--- config.mk ---
export PLATFORM = sky130hd
export DESIGN_NAME = dfb_ram
export DESIGN_NICKNAME = d
export VERILOG_FILES = /design/src/rtl/dfb_ram.sv
export SDC_FILE = /design/constraint.sdc
export NUM_CORES = 1
export LEC_CHECK = 0
export BUFFER_PORTS_ARGS = -buffer_cell sky130_fd_sc_hd__buf_2
export CAP_MARGIN = 25
export CORE_MARGIN = 1.5
export CORE_UTILIZATION = 55
export CTS_BUF_LIST = sky130_fd_sc_hd__clkbuf_4 sky130_fd_sc_hd__clkbuf_8 sky130_fd_sc_hd__clkbuf_16
export DETAILED_ROUTE_END_ITERATION = 12
export GPL_ROUTABILITY_DRIVEN = 0
export PLACE_DENSITY = 0.74
export SETUP_SLACK_MARGIN = 0.1
export SYNTH_ARGS = -nofsm -noshare
export SYNTH_HDL_FRONTEND = slang
export SYNTH_SLANG_ARGS = --single-unit
--- constraint.sdc ---
create_clock -name clk_i -period 2 [get_ports clk_i]
set_input_delay 0.2 -clock clk_i [delete_from_list [all_inputs] [get_ports clk_i]]
set_output_delay 0.2 -clock clk_i [all_outputs]
set_load 0.05 [all_outputs]
--- src/rtl/dfb_ram.sv ---
// Generic single-write, single-read RAM with registered read data.
module dfb_ram #(
  parameter int unsigned Width = 8,
  parameter int unsigned Depth = 64
) (
  input  logic                     clk_i,
  input  logic                     we_i,
  input  logic [$clog2(Depth)-1:0] waddr_i,
  input  logic [Width-1:0]         wdata_i,
  input  logic [$clog2(Depth)-1:0] raddr_i,
  output logic [Width-1:0]         rdata_o
);

  logic [Width-1:0] mem_q [Depth];
  logic [Width-1:0] rdata_q;

  always_ff @(posedge clk_i) begin
    if (we_i) begin
      mem_q[waddr_i] <= wdata_i;
    end
    rdata_q <= mem_q[raddr_i];
  end

  assign rdata_o = rdata_q;

endmodule

## After elaboration in Yosys (flattened, before gate mapping)

Memories as Yosys holds them, arrays and structs flattened. A register that Yosys moved wholly into a read port is not among the register bits.
Cells that the tools add are included.

- Memories kept: 1
- Output and inout bits: 8
- Word-level logic and storage cells: 3
- Input bits: 22
- Memory bits (writable): 512
- Bits in registers: 0

- Multiplexer cells: 2

Memories:

| name | depth | bits a word | read ports | clocked after memory_dff | write ports | RTL line | source |
|---|---|---|---|---|---|---|---|
| mem_q | 64 | 8 | 1 | 1 | 1 | 14 | `logic [Width-1:0] mem_q [Depth];` |

Operator list:

| operator | count |
|---|---|
| 1-bit 2-to-1 mux | 2 |

## Logic depth before layout (Yosys ltp)

Gate-level depths: netlist of the first run.

- Word-level depth: 2
- Depth in mapped cells: 9
- Mapped depth without buffers: 5

## Worst setup path before layout of the first run

Ideal clock, no wire load.

- Path type: input -> register
- From: in raddr_i[1]
- To: reg rdata_q[3] (netlist: rdata_o[3]) (read register of mem_q)
- Path slack: 132 ps
- Data required time: 1872 ps
- Library setup time: 128 ps
- Arrival: 1740 ps
- Cell stages on the path: 7
- Buffers on the path: 3
- Cells stage by stage: buf_4 > buf_2 > buf_2 > mux4_2 > mux4_2 > o21ai_1 > o41ai_1

RTL lines:

| item | RTL line | source |
|---|---|---|
| start: declaration | 10 | `input logic [$clog2(Depth)-1:0] raddr_i,` |
| end: declaration | 15 | `logic [Width-1:0] rdata_q;` |

==> results of run 1 <==
## cell families (layout without fill, tap and decap cells)
family	count (synthesis)	after routing	synth area share (%)
AO/OA/AOI/OAI	54	54	2.07
buffers and inverters	51	272	1.57
flip-flops	520	520	77.0
multiplexers	162	162	15.9
other	0	2	0
AND/OR/NAND/NOR	153	153	3.39
## worst max-delay path by stage
| stage | cells after the start | to | start |
|---|---|---|---|
| after global routing | 6 | rdata_o[6] | mem_q[29][6] |
| after detailed placement | 6 | rdata_o[7] | raddr_i[0] |
| after CTS | 6 | rdata_o[4] | mem_q[16][4] |
| final | 6 | rdata_o[6] | mem_q[29][6] |
| after floorplan | 7 | rdata_o[3] | raddr_i[1] |
| after global placement | 6 | rdata_o[7] | raddr_i[0] |
## layer usage
| layer | up-vias | GRT usage (%) | routed length (um) |
|---|---|---|---|
| li1 | 4288 | - | - |
| met1 | 5213 | 34.6 | 17500 |
| met2 | 499 | 39.0 | 21500 |
| met3 | 89 | 4.56 | 4410 |
| met4 | 0 | 6.89 | 1130 |
| met5 | - | 0 | 0 |
## final cells by class
type	instances	area, um^2	area share (%)
antenna	2	5.00	0.0212
clock buffer	68	1440	6.08
clock inverter	27	226	0.959
multi-input combinational	369	4390	18.6
sequential	520	15500	65.8
tap	461	577	2.44
timing repair buffer	177	1440	6.08
## placed cells by master (no fill, tap or decap), types with 7 or more instances in the layout
cell type                   synthesis  final
sky130_fd_sc_hd__edfxtp_1         512    512
sky130_fd_sc_hd__buf_4             13    136
sky130_fd_sc_hd__mux4_2           126    126
sky130_fd_sc_hd__nor2_1            83     82
sky130_fd_sc_hd__clkbuf_16          0     51
sky130_fd_sc_hd__buf_2             11     26
sky130_fd_sc_hd__mux2i_1           23     23
sky130_fd_sc_hd__nand2_1           19     19
sky130_fd_sc_hd__nor2b_1           14     14
sky130_fd_sc_hd__nand3_1           13     13
sky130_fd_sc_hd__buf_12             2     13
sky130_fd_sc_hd__clkinv_2           0     12
sky130_fd_sc_hd__clkbuf_4           0     12
sky130_fd_sc_hd__mux2_2            13     11
sky130_fd_sc_hd__o221ai_1           8      8
sky130_fd_sc_hd__o22ai_1            8      8
sky130_fd_sc_hd__dfxtp_1            8      8
sky130_fd_sc_hd__nand2b_1           7      7
## registers in the layout, summed over array words and instances, names as in the netlist
signal,count
mem_q,512
rdata_o,8
## repair_timing
action	4_1_cts	5_1_grt
gates resized for setup	10	8
endpoints found under the hold margin	0	0
setup endpoints to repair	3	7
pin swaps	2	1
## cells in the mapped netlist (2+ instances only)
library cell | instances | area, um^2
sky130_fd_sc_hd__mux2_2 | 13 | 146
sky130_fd_sc_hd__o2bb2ai_1 | 3 | 26.3
sky130_fd_sc_hd__nand3_1 | 13 | 65.1
sky130_fd_sc_hd__nand2b_1 | 7 | 43.8
sky130_fd_sc_hd__buf_2 | 11 | 55.1
sky130_fd_sc_hd__dfxtp_1 | 8 | 160
sky130_fd_sc_hd__nor2b_1 | 14 | 87.6
sky130_fd_sc_hd__edfxtp_1 | 512 | 15400
sky130_fd_sc_hd__nor3_1 | 7 | 35.0
sky130_fd_sc_hd__o21a_1 | 2 | 15.0
sky130_fd_sc_hd__o2111ai_1 | 3 | 26.3
sky130_fd_sc_hd__nand4_1 | 2 | 12.5
sky130_fd_sc_hd__a211oi_1 | 4 | 30.0
sky130_fd_sc_hd__nor2_1 | 83 | 312
sky130_fd_sc_hd__o21ai_0 | 2 | 10.0
sky130_fd_sc_hd__o221ai_1 | 8 | 70.1
sky130_fd_sc_hd__o21ai_1 | 2 | 10.0
sky130_fd_sc_hd__buf_12 | 2 | 40.0
sky130_fd_sc_hd__a2111oi_0 | 2 | 17.5
sky130_fd_sc_hd__o41ai_1 | 2 | 17.5
sky130_fd_sc_hd__mux4_2 | 126 | 2840
sky130_fd_sc_hd__o22ai_1 | 8 | 50.1
sky130_fd_sc_hd__mux2i_1 | 23 | 230
sky130_fd_sc_hd__nand3b_1 | 3 | 22.5
sky130_fd_sc_hd__nor4_1 | 2 | 12.5
sky130_fd_sc_hd__buf_6 | 4 | 45.0
sky130_fd_sc_hd__a21oi_1 | 3 | 15.0
sky130_fd_sc_hd__clkbuf_1 | 17 | 63.8
sky130_fd_sc_hd__o221a_2 | 2 | 22.5
sky130_fd_sc_hd__nand2_1 | 19 | 71.3
sky130_fd_sc_hd__a22oi_1 | 3 | 22.5
sky130_fd_sc_hd__buf_4 | 13 | 97.6
sky130_fd_sc_hd__a221oi_1 | 6 | 52.6
sky130_fd_sc_hd__o32ai_1 | 2 | 17.5
sky130_fd_sc_hd__buf_1 | 4 | 15.0
## worst max-delay path, delay by kind of cell, from the launching register on
family	cells	cell delay, ns
simple gates	1	0.16
compound gates	2	0.35
mux	2	0.77
buf+inv	1	0.14
flops	1	0.36
## per-stage QoR
step,hold WS [ns],power [mW]
floorplan,0.299,13.0
global placement,0.652,13.6
detailed placement,0.650,13.6
CTS,0.0214,23.0
global route,0.0596,23.4
finish,0.0430,22.8
## report_power, final
part	switching, mW	internal, mW	total (mW)
Combinational	0.782	0.541	1.32
Sequential	0.0427	12.1	12.1
Clock	3.95	5.45	9.39
==> load_flow_metrics.sql, run 1 <==
INSERT INTO impl_metrics (metric_group, metric, value, unit) VALUES
('place', 'place_worst_setup_slack', '-0.544', 'ns'),
('sta', 'period_share', '95.1', '%'),
('sta', 'timing.setup.tns', '0', 'ns'),
('min_path', 'hold_path_class', 'primary input to register', ''),
('floorplanning', 'std_cell_rows', '69', ''),
('power_and_ir_drop', 'leakagePower', '7.75', 'nW'),
('synth', 'async_flop_share', '0', '%'),
('route', 'postRouteAntennaNets', '0', ''),
('cells_and_area', 'finalInstanceArea', '0.0236', 'mm^2'),
('sta', 'grt_setup_unrepaired', 'yes', ''),
('status', 'status', 'completed', ''),
('cells_and_area', 'layoutNonFillerInstCount', '1624', ''),
('power_and_ir_drop', 'powerDensity', '967', 'mW/mm^2'),
('floorplanning', 'floorplan.die_area', '0.0378', 'mm^2'),
('floorplanning', 'chipWidth', '194', 'um'),
('synth', 'synth_ff_type', 'sky130_fd_sc_hd__edfxtp_1', ''),
('worst_setup_path', 'slowest_delay', '0.49', 'ns'),
('route', 'final_wirelength', '44.5', 'mm'),
('sta', 'timing_worst_slew_pin_value', '0.580', 'ns'),
('global_route', 'grt_start_max_net_pins', '65', ''),
('clock_network', 'clk_pin_slew_worst_paths', '0.06', 'ns'),
('sta', 'relSlewSlack', '61.0', '%'),
('place', 'placed_cells', '1527', ''),
('worst_setup_path', 'regToRegSetupSlack', '0.1', 'ns'),
('power_and_ir_drop', 'maximum_resistive_drop_on_vdd', '846', 'uV'),
('worst_setup_path', 'cp-start-kind', 'register', ''),
('place', 'dp_hpwl', '28.3', 'mm'),
('worst_setup_path', 'reg2regPathDepth', '6', ''),
('global_route', 'grt_use_total', '24.3', '%'),
('sta', 'final-hold-violation-count', '0', ''),
('sta', 'setup_viol', '0', ''),
('synth', 'synth-edff-count', '512', ''),
('clock_network', 'cts-buffers-inserted', '51', ''),
('route', 'avgViaCountPerCell', '6.21', ''),
('clock_network', 'tritoncts', 'built', ''),
('worst_setup_path', 'cp_cell_sequence', 'mux4_2 > mux2_4 > o221a_4 > nor3_4 > buf_4 > o32ai_1', ''),
('clock_network', 'clock-sinks', '520', ''),
('clock_network', 'clk_path_buf_depth', '3', ''),
('clock_network', 'cts_htree_levels', '2', ''),
('floorplanning', 'chipHeight', '194', 'um'),
('clock_network', 'clock-root-buffer', 'sky130_fd_sc_hd__clkbuf_16', ''),
('clock_network', 'worst_skew_pair.late_latency', '0.59', 'ns'),
('synth', 'synth.avg_cell_area', '21.5', 'um^2'),
('clock_network', 'postCtsSetupRepairBufs', '0', ''),
('worst_setup_path', 'worst-endpoint-required', '2.46', 'ns'),
('cells_and_area', 'post_synthesis_to_final_layout_area_growth', '17.1', '%'),
('min_path', 'hold_path.startpoint', 'raddr_i[5]', ''),
('global_route', 'grt-ovfl-total', '0', ''),
('cells_and_area', 'post-route-util', '65.9', '%'),
('flow_run', 'max-cap-violations', '0', ''),
('worst_setup_path', 'critical_path.reg2reg.startpoint', 'mem_q[29][6]', ''),
('route', 'drt_iter0_markers', '1161', ''),
('place', 'port_buffers', '29', ''),
('cells_and_area', 'final_net_count', '1141', ''),
('worst_setup_path', 'path_class', 'register to register', ''),
('synth', 'ys.warnings.count', '0', ''),
('worst_setup_path', 'r2r-end', 'rdata_o[6]', ''),
('sta', 'slew_violations', '0', ''),
('synth', 'synth-seq-area-share', '77.0', '%'),
('worst_setup_path', 'setup.worst_path.end_class', 'register', ''),
('global_route', 'grt_pass1_wl', '66.1', 'mm'),
('sta', 'timing.fmax', '526', 'MHz'),
('clock_network', 'cts_hold_buffers', '0', ''),
('route', 'pre_antenna_drt_iters', '6', ''),
('cells_and_area', 'fillers', '2256', ''),
('synth', 'synth_register_bits', '520', ''),
('worst_setup_path', 'worst-endpoint-arrival', '2.37', 'ns'),
('place', 'postPlaceCellArea', '0.0219', 'mm^2'),
('floorplanning', 'initial_standard_cell_utilization_of_the_core', '56.3', '%'),
('floorplanning', 'boundaryPins', '30', ''),
('synth', 'mappedNetlistArea', '0.0202', 'mm^2');
Note: power is estimated with default switching activity, not from simulation.
==> run 2: changes to the inputs <==
--- a/config.mk
+++ b/config.mk
@@ -9,7 +9,7 @@
 export CAP_MARGIN = 25
 export CORE_MARGIN = 1.5
 export CORE_UTILIZATION = 55
-export CTS_BUF_LIST = sky130_fd_sc_hd__clkbuf_4 sky130_fd_sc_hd__clkbuf_8 sky130_fd_sc_hd__clkbuf_16
+export CTS_BUF_LIST = sky130_fd_sc_hd__clkbuf_4
 export DETAILED_ROUTE_END_ITERATION = 12
 export GPL_ROUTABILITY_DRIVEN = 0
 export PLACE_DENSITY = 0.74
==> run 2 against run 1 <==
Effect of this change:
- critical path type unchanged
- cell count up 8.7%
- non-clock buffer count increased by 12
- sequential power about the same
- cell area rose by 0.52%
- the flow now finishes with violations (negative hold slack)
- routed wire length up 1.3%
- sequential share of layout area down 0.34 points
==> load_flow_metrics.sql, run 2 (synthesis results as in run 1) <==
INSERT INTO impl_metrics (metric_group, metric, value, unit) VALUES
('status', 'status', 'finished with violations', ''),
('status', 'violations', 'negative hold slack', ''),
('cells_and_area', 'post_synthesis_to_final_layout_area_growth', '17.7', '%'),
('sta', 'setup_viol', '0', ''),
('cells_and_area', 'final_net_count', '1235', ''),
('worst_setup_path', 'slowest_delay', '0.48', 'ns'),
('clock_network', 'tritoncts', 'built', ''),
('global_route', 'grt-ovfl-total', '0', ''),
('clock_network', 'clk_path_buf_depth', '3', ''),
('global_route', 'grt_use_total', '24.8', '%'),
('global_route', 'initial_antenna_violation_count', '2', ''),
('floorplanning', 'initial_standard_cell_utilization_of_the_core', '56.3', '%'),
('cells_and_area', 'fillers', '2299', ''),
('clock_network', 'cts_hold_buffers', '12', ''),
('floorplanning', 'boundaryPins', '30', ''),
('flow_run', 'max-cap-violations', '0', ''),
('worst_setup_path', 'setup.worst_path.end_class', 'register', ''),
('power_and_ir_drop', 'finalPower', '22.4', 'mW'),
('clock_network', 'postCtsSetupRepairBufs', '0', ''),
('global_route', 'grt_pass1_wl', '67.4', 'mm'),
('sta', 'finClkSkew', '0.0635', 'ns'),
('power_and_ir_drop', 'maximum_resistive_drop_on_vdd', '856', 'uV'),
('cells_and_area', 'final_cell_mix', '512 x sky130_fd_sc_hd__edfxtp_1, 198 x sky130_fd_sc_hd__clkbuf_4, 136 x sky130_fd_sc_hd__buf_4, 126 x sky130_fd_sc_hd__mux4_2, 80 x sky130_fd_sc_hd__nor2_1', ''),
('sta', 'timing.fmax', '527', 'MHz'),
('floorplanning', 'chipWidth', '194', 'um'),
('sta', 'final-hold-violation-count', '7', ''),
('cells_and_area', 'layoutNonFillerInstCount', '1766', ''),
('sta', 'period_share', '94.9', '%'),
('cells_and_area', 'largest-register', 'mem_q', ''),
('route', 'via_count', '10700', ''),
('route', 'drt_iter0_markers', '1219', ''),
('route', 'postRouteAntennaNets', '0', ''),
('worst_setup_path', 'critical_path.top_delay_family', 'multiplexers', ''),
('clock_network', 'clk_pin_slew_worst_paths', '0.07', 'ns'),
('global_route', 'grt_pass1_vias', '11200', ''),
('floorplanning', 'floorplan.die_area', '0.0378', 'mm^2'),
('floorplanning', 'core_area', '0.0358', 'mm^2'),
('sta', 'relSlewSlack', '59.5', '%'),
('clock_network', 'clock-sinks', '520', ''),
('sta', 'grt_setup_unrepaired', 'yes', ''),
('worst_setup_path', 'worst-endpoint-required', '2.69', 'ns'),
('worst_setup_path', 'path_max_fanout', '1', ''),
('worst_setup_path', 'worst-endpoint-arrival', '2.59', 'ns'),
('sta', 'holdWs', '-0.172', 'ns'),
('floorplanning', 'std_cell_rows', '69', ''),
('cells_and_area', 'largest_register_ffs', '512', ''),
('clock_network', 'worst_skew_pair.late_latency', '0.82', 'ns'),
('worst_setup_path', 'cp_slowest_cell', 'sky130_fd_sc_hd__mux4_2', ''),
('power_and_ir_drop', 'powerDensity', '942', 'mW/mm^2'),
('route', 'post_drt_wl_per_cell', '25.5', 'um'),
('clock_network', 'cts_htree_levels', '4', ''),
('clock_network', 'cts-buffers-inserted', '133', ''),
('clock_network', 'clock-root-buffer', 'sky130_fd_sc_hd__clkbuf_4', ''),
('place', 'dp_hpwl', '28.3', 'mm'),
('sta', 'slew_violations', '0', ''),
('cells_and_area', 'finalInstanceArea', '0.0237', 'mm^2'),
('worst_setup_path', 'path_class', 'register to register', ''),
('sta', 'final_period_minus_worst_setup_slack', '1.90', 'ns'),
('worst_setup_path', 'cp-start-kind', 'register', ''),
('place', 'port_buffers', '29', ''),
('cells_and_area', 'post_route_cells_drive_above_1_share', '41.1', '%'),
('cells_and_area', 'mostFrequentLayoutCell', 'sky130_fd_sc_hd__edfxtp_1', ''),
('sta', 'timing_worst_slew_pin_value', '0.602', 'ns'),
('worst_setup_path', 'cp_cell_sequence', 'mux4_2 > mux2_2 > o221a_2 > nor3_4 > buf_4 > o32ai_1', ''),
('worst_setup_path', 'regToRegSetupSlack', '0.10', 'ns'),
('route', 'pre_antenna_drt_iters', '5', ''),
('place', 'placed_cells', '1527', ''),
('route', 'final_wirelength', '45.1', 'mm'),
('floorplanning', 'chipHeight', '194', 'um'),
('route', 'avgViaCountPerCell', '6.06', ''),
('route', 'route.detailed.drc', '0', ''),
('min_path', 'hold_path_class', 'primary input to register', ''),
('global_route', 'grt_start_max_net_pins', '65', ''),
('power_and_ir_drop', 'leakagePower', '7.96', 'nW'),
('worst_setup_path', 'buffers_and_inverters_on_the_worst_path', '1', ''),
('place', 'postPlaceCellArea', '0.0219', 'mm^2');
[run 2: cell count changes in the layout (fill, tap and decap cells not counted), moves of 2 or more]
cell	change
sky130_fd_sc_hd__clkbuf_4	+186
sky130_fd_sc_hd__dlygate4sd3_1	+12
sky130_fd_sc_hd__clkbuf_8	-5
sky130_fd_sc_hd__clkinv_1	+11
sky130_fd_sc_hd__inv_6	-3
sky130_fd_sc_hd__clkbuf_16	-51
sky130_fd_sc_hd__nor2_1	-2
sky130_fd_sc_hd__clkinv_2	-12
sky130_fd_sc_hd__inv_2	+6
[run 2: through the flow]
stage	setup TNS, ns	hold slack (ns)	setup WS (ns)	util, %
after floorplan	0	0.299	0.132	-
after global routing	0	-0.208	0.0294	66.2
after detailed placement	-2.48	0.650	-0.544	61.0
after CTS	0	-0.232	0.0833	66.1
final	0	-0.172	0.102	66.2
after global placement	-2.28	0.652	-0.555	61.0
[run 2: layout make-up]
class / count / area, um^2 / share of cell area [%]
diodes: 2 / 5.00 / 0.0211
clock buffers: 198 / 1490 / 6.26
clock inverters: 27 / 188 / 0.791
multi-input cells: 369 / 4380 / 18.5
flip-flops and latches: 520 / 15500 / 65.5
well taps: 461 / 577 / 2.43
repair buffers: 189 / 1560 / 6.56
[run 2: repair_timing]
action                                  CTS  global route
resized for setup                         9             8
endpoints found under the setup margin    3             7
pin swaps                                 2             1
endpoints found under the hold margin   354             7
[run 2: tightest hold or removal path, cell delays in order]
cell                      delay [ns]
sky130_fd_sc_hd__buf_2          0.22
sky130_fd_sc_hd__nand3_1        0.11
sky130_fd_sc_hd__o32ai_1        0.06
[run 2: worst paths after layout]
check | endpoint | start | cells past startpoint
max reg2reg | rdata_o[6] | mem_q[28][6] | 6
min reg2reg | rdata_o[6] | mem_q[27][6] | 3
max | rdata_o[6] | mem_q[28][6] | 6
min | rdata_o[4] | raddr_i[5] | 3
[run 2: where the power goes]
group	leakage (nW)	internal, mW	total (mW)	switching, mW
sequential	4.67	12.1	12.1	0.0433
combinational	2.28	0.553	1.34	0.786
clock	1.00	4.88	8.93	4.04
[run 2: metal layers]
| metal | wire, um | up-vias | track usage [%] |
|---|---|---|---|
| li1 | - | 4553 | - |
| met1 | 18000 | 5497 | 34.0 |
| met2 | 22100 | 555 | 39.4 |
| met3 | 3870 | 96 | 5.54 |
| met4 | 1200 | 0 | 9.46 |
| met5 | 0 | - | 0 |
==> run 3: changes to the inputs <==
--- a/config.mk
+++ b/config.mk
@@ -12,8 +12,9 @@
 export CTS_BUF_LIST = sky130_fd_sc_hd__clkbuf_4
 export DETAILED_ROUTE_END_ITERATION = 12
 export GPL_ROUTABILITY_DRIVEN = 0
+export HOLD_SLACK_MARGIN = 0.1
 export PLACE_DENSITY = 0.74
-export SETUP_SLACK_MARGIN = 0.1
+export SETUP_SLACK_MARGIN = 0.4
 export SYNTH_ARGS = -nofsm -noshare
 export SYNTH_HDL_FRONTEND = slang
 export SYNTH_SLANG_ARGS = --single-unit
==> run 3 against run 2 <==
Effect of this change:
- the flow still finishes with violations (negative hold slack)
- combinational power is 5% higher
- first-iteration DRC count grew 3.4%
- clock-buffer cell count fell by 22
- cell count decreased by 0.23%
- clock skew shrank 0.0062 ns
- global-route usage down 0.41 points
- largest cell class unchanged
==> load_flow_metrics.sql, run 3 (synthesis results as in run 1) <==
INSERT INTO impl_metrics (metric_group, metric, value, unit) VALUES
('floorplanning', 'std_cell_rows', '69', ''),
('route', 'post_drt_wl_per_cell', '25.2', 'um'),
('power_and_ir_drop', 'power.share.combinational', '6.6', '%'),
('power_and_ir_drop', 'finalPower', '21.4', 'mW'),
('worst_setup_path', 'setup.worst_path.end_class', 'register', ''),
('worst_setup_path', 'path_max_fanout', '1', ''),
('power_and_ir_drop', 'cell_internal_pwr', '16.7', 'mW'),
('global_route', 'grt_start_max_net_pins', '65', ''),
('flow_run', 'max-cap-violations', '0', ''),
('sta', 'relSlewSlack', '53.0', '%'),
('clock_network', 'postCtsSetupRepairBufs', '0', ''),
('worst_setup_path', 'cp-start-kind', 'register', ''),
('worst_setup_path', 'path_class', 'register to register', ''),
('cells_and_area', 'largest-register', 'mem_q', ''),
('place', 'postPlaceCellArea', '0.0220', 'mm^2'),
('power_and_ir_drop', 'leakagePower', '7.93', 'nW'),
('clock_network', 'clk_pin_slew_worst_paths', '0.07', 'ns'),
('min_path', 'worstHoldPathCells', '3', ''),
('sta', 'finClkSkew', '0.0573', 'ns'),
('sta', 'grt_setup_unrepaired', 'yes', ''),
('power_and_ir_drop', 'swShare', '22.3', '%'),
('power_and_ir_drop', 'maximum_resistive_drop_on_vdd', '678', 'uV'),
('floorplanning', 'initial_standard_cell_utilization_of_the_core', '56.3', '%'),
('route', 'route.detailed.drc', '0', ''),
('sta', 'final_period_minus_worst_setup_slack', '1.90', 'ns'),
('clock_network', 'clock-sinks', '520', ''),
('floorplanning', 'core_area', '0.0358', 'mm^2'),
('cells_and_area', 'finalInstanceArea', '0.0238', 'mm^2'),
('cells_and_area', 'fillers', '2275', ''),
('sta', 'timing_worst_slew_pin_value', '0.705', 'ns'),
('min_path', 'hold_path_class', 'primary input to register', ''),
('sta', 'holdWs', '-0.150', 'ns'),
('worst_setup_path', 'crit_start', 'mem_q[29][4]', ''),
('worst_setup_path', 'reg2regPathDepth', '6', ''),
('cells_and_area', 'post_route_cells_drive_above_1_share', '41.9', '%'),
('clock_network', 'cts-buffers-inserted', '120', ''),
('sta', 'timing.fmax', '526', 'MHz'),
('worst_setup_path', 'critical_path.reg2reg.startpoint', 'mem_q[29][4]', ''),
('global_route', 'initial_antenna_violation_count', '1', ''),
('power_and_ir_drop', 'clock_power_share', '36.9', '%'),
('floorplanning', 'chipWidth', '194', 'um'),
('place', 'port_buffers', '29', ''),
('route', 'final_wirelength', '44.4', 'mm'),
('cells_and_area', 'largest_register_ffs', '512', ''),
('floorplanning', 'chipHeight', '194', 'um'),
('global_route', 'grt-ovfl-total', '0', ''),
('sta', 'period_share', '95.0', '%'),
('route', 'pre_antenna_drt_iters', '6', ''),
('cells_and_area', 'final_cell_mix', '512 x sky130_fd_sc_hd__edfxtp_1, 176 x sky130_fd_sc_hd__clkbuf_4, 140 x sky130_fd_sc_hd__buf_4, 126 x sky130_fd_sc_hd__mux4_2, 65 x sky130_fd_sc_hd__nor2_1', ''),
('sta', 'slew_violations', '0', ''),
('route', 'via_count', '10600', ''),
('global_route', 'grt_pass1_wl', '67.3', 'mm'),
('route', 'avgViaCountPerCell', '5.99', ''),
('cells_and_area', 'final_net_count', '1232', ''),
('floorplanning', 'boundaryPins', '30', ''),
('cells_and_area', 'post_synthesis_to_final_layout_area_growth', '18.1', '%'),
('floorplanning', 'floorplan.die_area', '0.0378', 'mm^2'),
('sta', 'finalWorstSetupSlack', '0.0994', 'ns'),
('power_and_ir_drop', 'power.net_switching', '4.77', 'mW'),
('worst_setup_path', 'worst-endpoint-required', '2.65', 'ns'),
('worst_setup_path', 'worst-endpoint-arrival', '2.55', 'ns'),
('place', 'dp_hpwl', '27.7', 'mm'),
('sta', 'setup_viol', '0', ''),
('power_and_ir_drop', 'p_seq_share', '56.5', '%'),
('global_route', 'grt_use_total', '24.4', '%'),
('clock_network', 'tritoncts', 'built', ''),
('sta', 'final-hold-violation-count', '8', ''),
('cells_and_area', 'mostFrequentLayoutCell', 'sky130_fd_sc_hd__edfxtp_1', ''),
('status', 'status', 'finished with violations', ''),
('min_path', 'hold_path.startpoint', 'raddr_i[5]', ''),
('global_route', 'grt_pass1_vias', '11100', ''),
('place', 'placed_cells', '1534', ''),
('status', 'violations', 'negative hold slack', ''),
('clock_network', 'worst_skew_pair.late_latency', '0.79', 'ns'),
('route', 'postRouteAntennaNets', '0', ''),
('cells_and_area', 'layoutNonFillerInstCount', '1762', ''),
('place', 'place_worst_setup_slack', '-0.425', 'ns'),
('power_and_ir_drop', 'powerDensity', '900', 'mW/mm^2'),
('clock_network', 'cts_htree_levels', '3', ''),
('clock_network', 'clock-root-buffer', 'sky130_fd_sc_hd__clkbuf_4', ''),
('clock_network', 'clk_path_buf_depth', '3', ''),
('route', 'drt_iter0_markers', '1260', '');
## run 3: cell count changes in the layout (fill, tap and decap cells not counted), sizes merged
cell / previous run / this run
clkinv: 16 / 34
diode: 2 / 1
clkinvlp: 2 / 1
inv: 6 / 1
dlygate4sd3: 12 / 15
clkbuf: 199 / 177
buf: 176 / 183
bufinv: 3 / 0
## run 3: area by class of cell
class	count	area, um^2	area share [%]
flip-flops and latches	520	15500	65.3
well taps	461	577	2.42
multi-input cells	369	4520	19.0
clock buffers	176	1320	5.55
diodes	1	2.50	0.0105
repair buffers	199	1720	7.21
clock inverters	36	140	0.588
## run 3: worst paths after layout
| kind | end | slack, ns |
|---|---|---|
| setup / recovery | rdata_o[4] | 0.1 |
| hold / removal | rdata_o[4] | -0.15 |
| setup reg to reg | rdata_o[4] | 0.1 |
| hold reg to reg | rdata_o[4] | 0.83 |
## run 3: what timing repair did
action / in CTS / in global routing
endpoints found under the setup margin: 16 / 42
gates resized for setup: 49 / 8
cloned: 0 / 0
hold buffers: 13 / 2
pin swaps: 8 / 1
endpoints found under the hold margin: 476 / 14
## run 3: per-layer routing
layer	share of wire, %	GRT usage (%)	up-vias
li1	-	-	4557
met2	48	38.1	520
met5	0	0	-
met3	9.7	6.82	82
met4	3.1	9.84	0
met1	39	32.9	5404
## run 3: power by group through the flow
stage               Combinational (mW)  Sequential, mW  Clock, mW
finish                            1.41            12.1       7.91
global route                      1.50            12.1       8.66
CTS                               1.41            12.1       8.09
detailed placement                1.32            12.3          0
global placement                  1.29            12.3          0
floorplan                        0.664            12.4          0
## run 3: critical path: stages (launching register included)
cell and delay [ns]:
sky130_fd_sc_hd__edfxtp_1 0.37, sky130_fd_sc_hd__mux4_2 0.49, sky130_fd_sc_hd__mux2_4 0.29, sky130_fd_sc_hd__o221a_4 0.27, sky130_fd_sc_hd__nor3_4 0.17, sky130_fd_sc_hd__buf_6 0.13, sky130_fd_sc_hd__o32ai_1 0.07
## run 3: stage by stage
step,TNS [ns],utilization (%)
6_report,0,66.5
3_3_place_gp,-2.26,61.4
4_1_cts,0,66.4
3_5_place_dp,-2.33,61.4
2_1_floorplan,0,-
5_1_grt,0,66.5
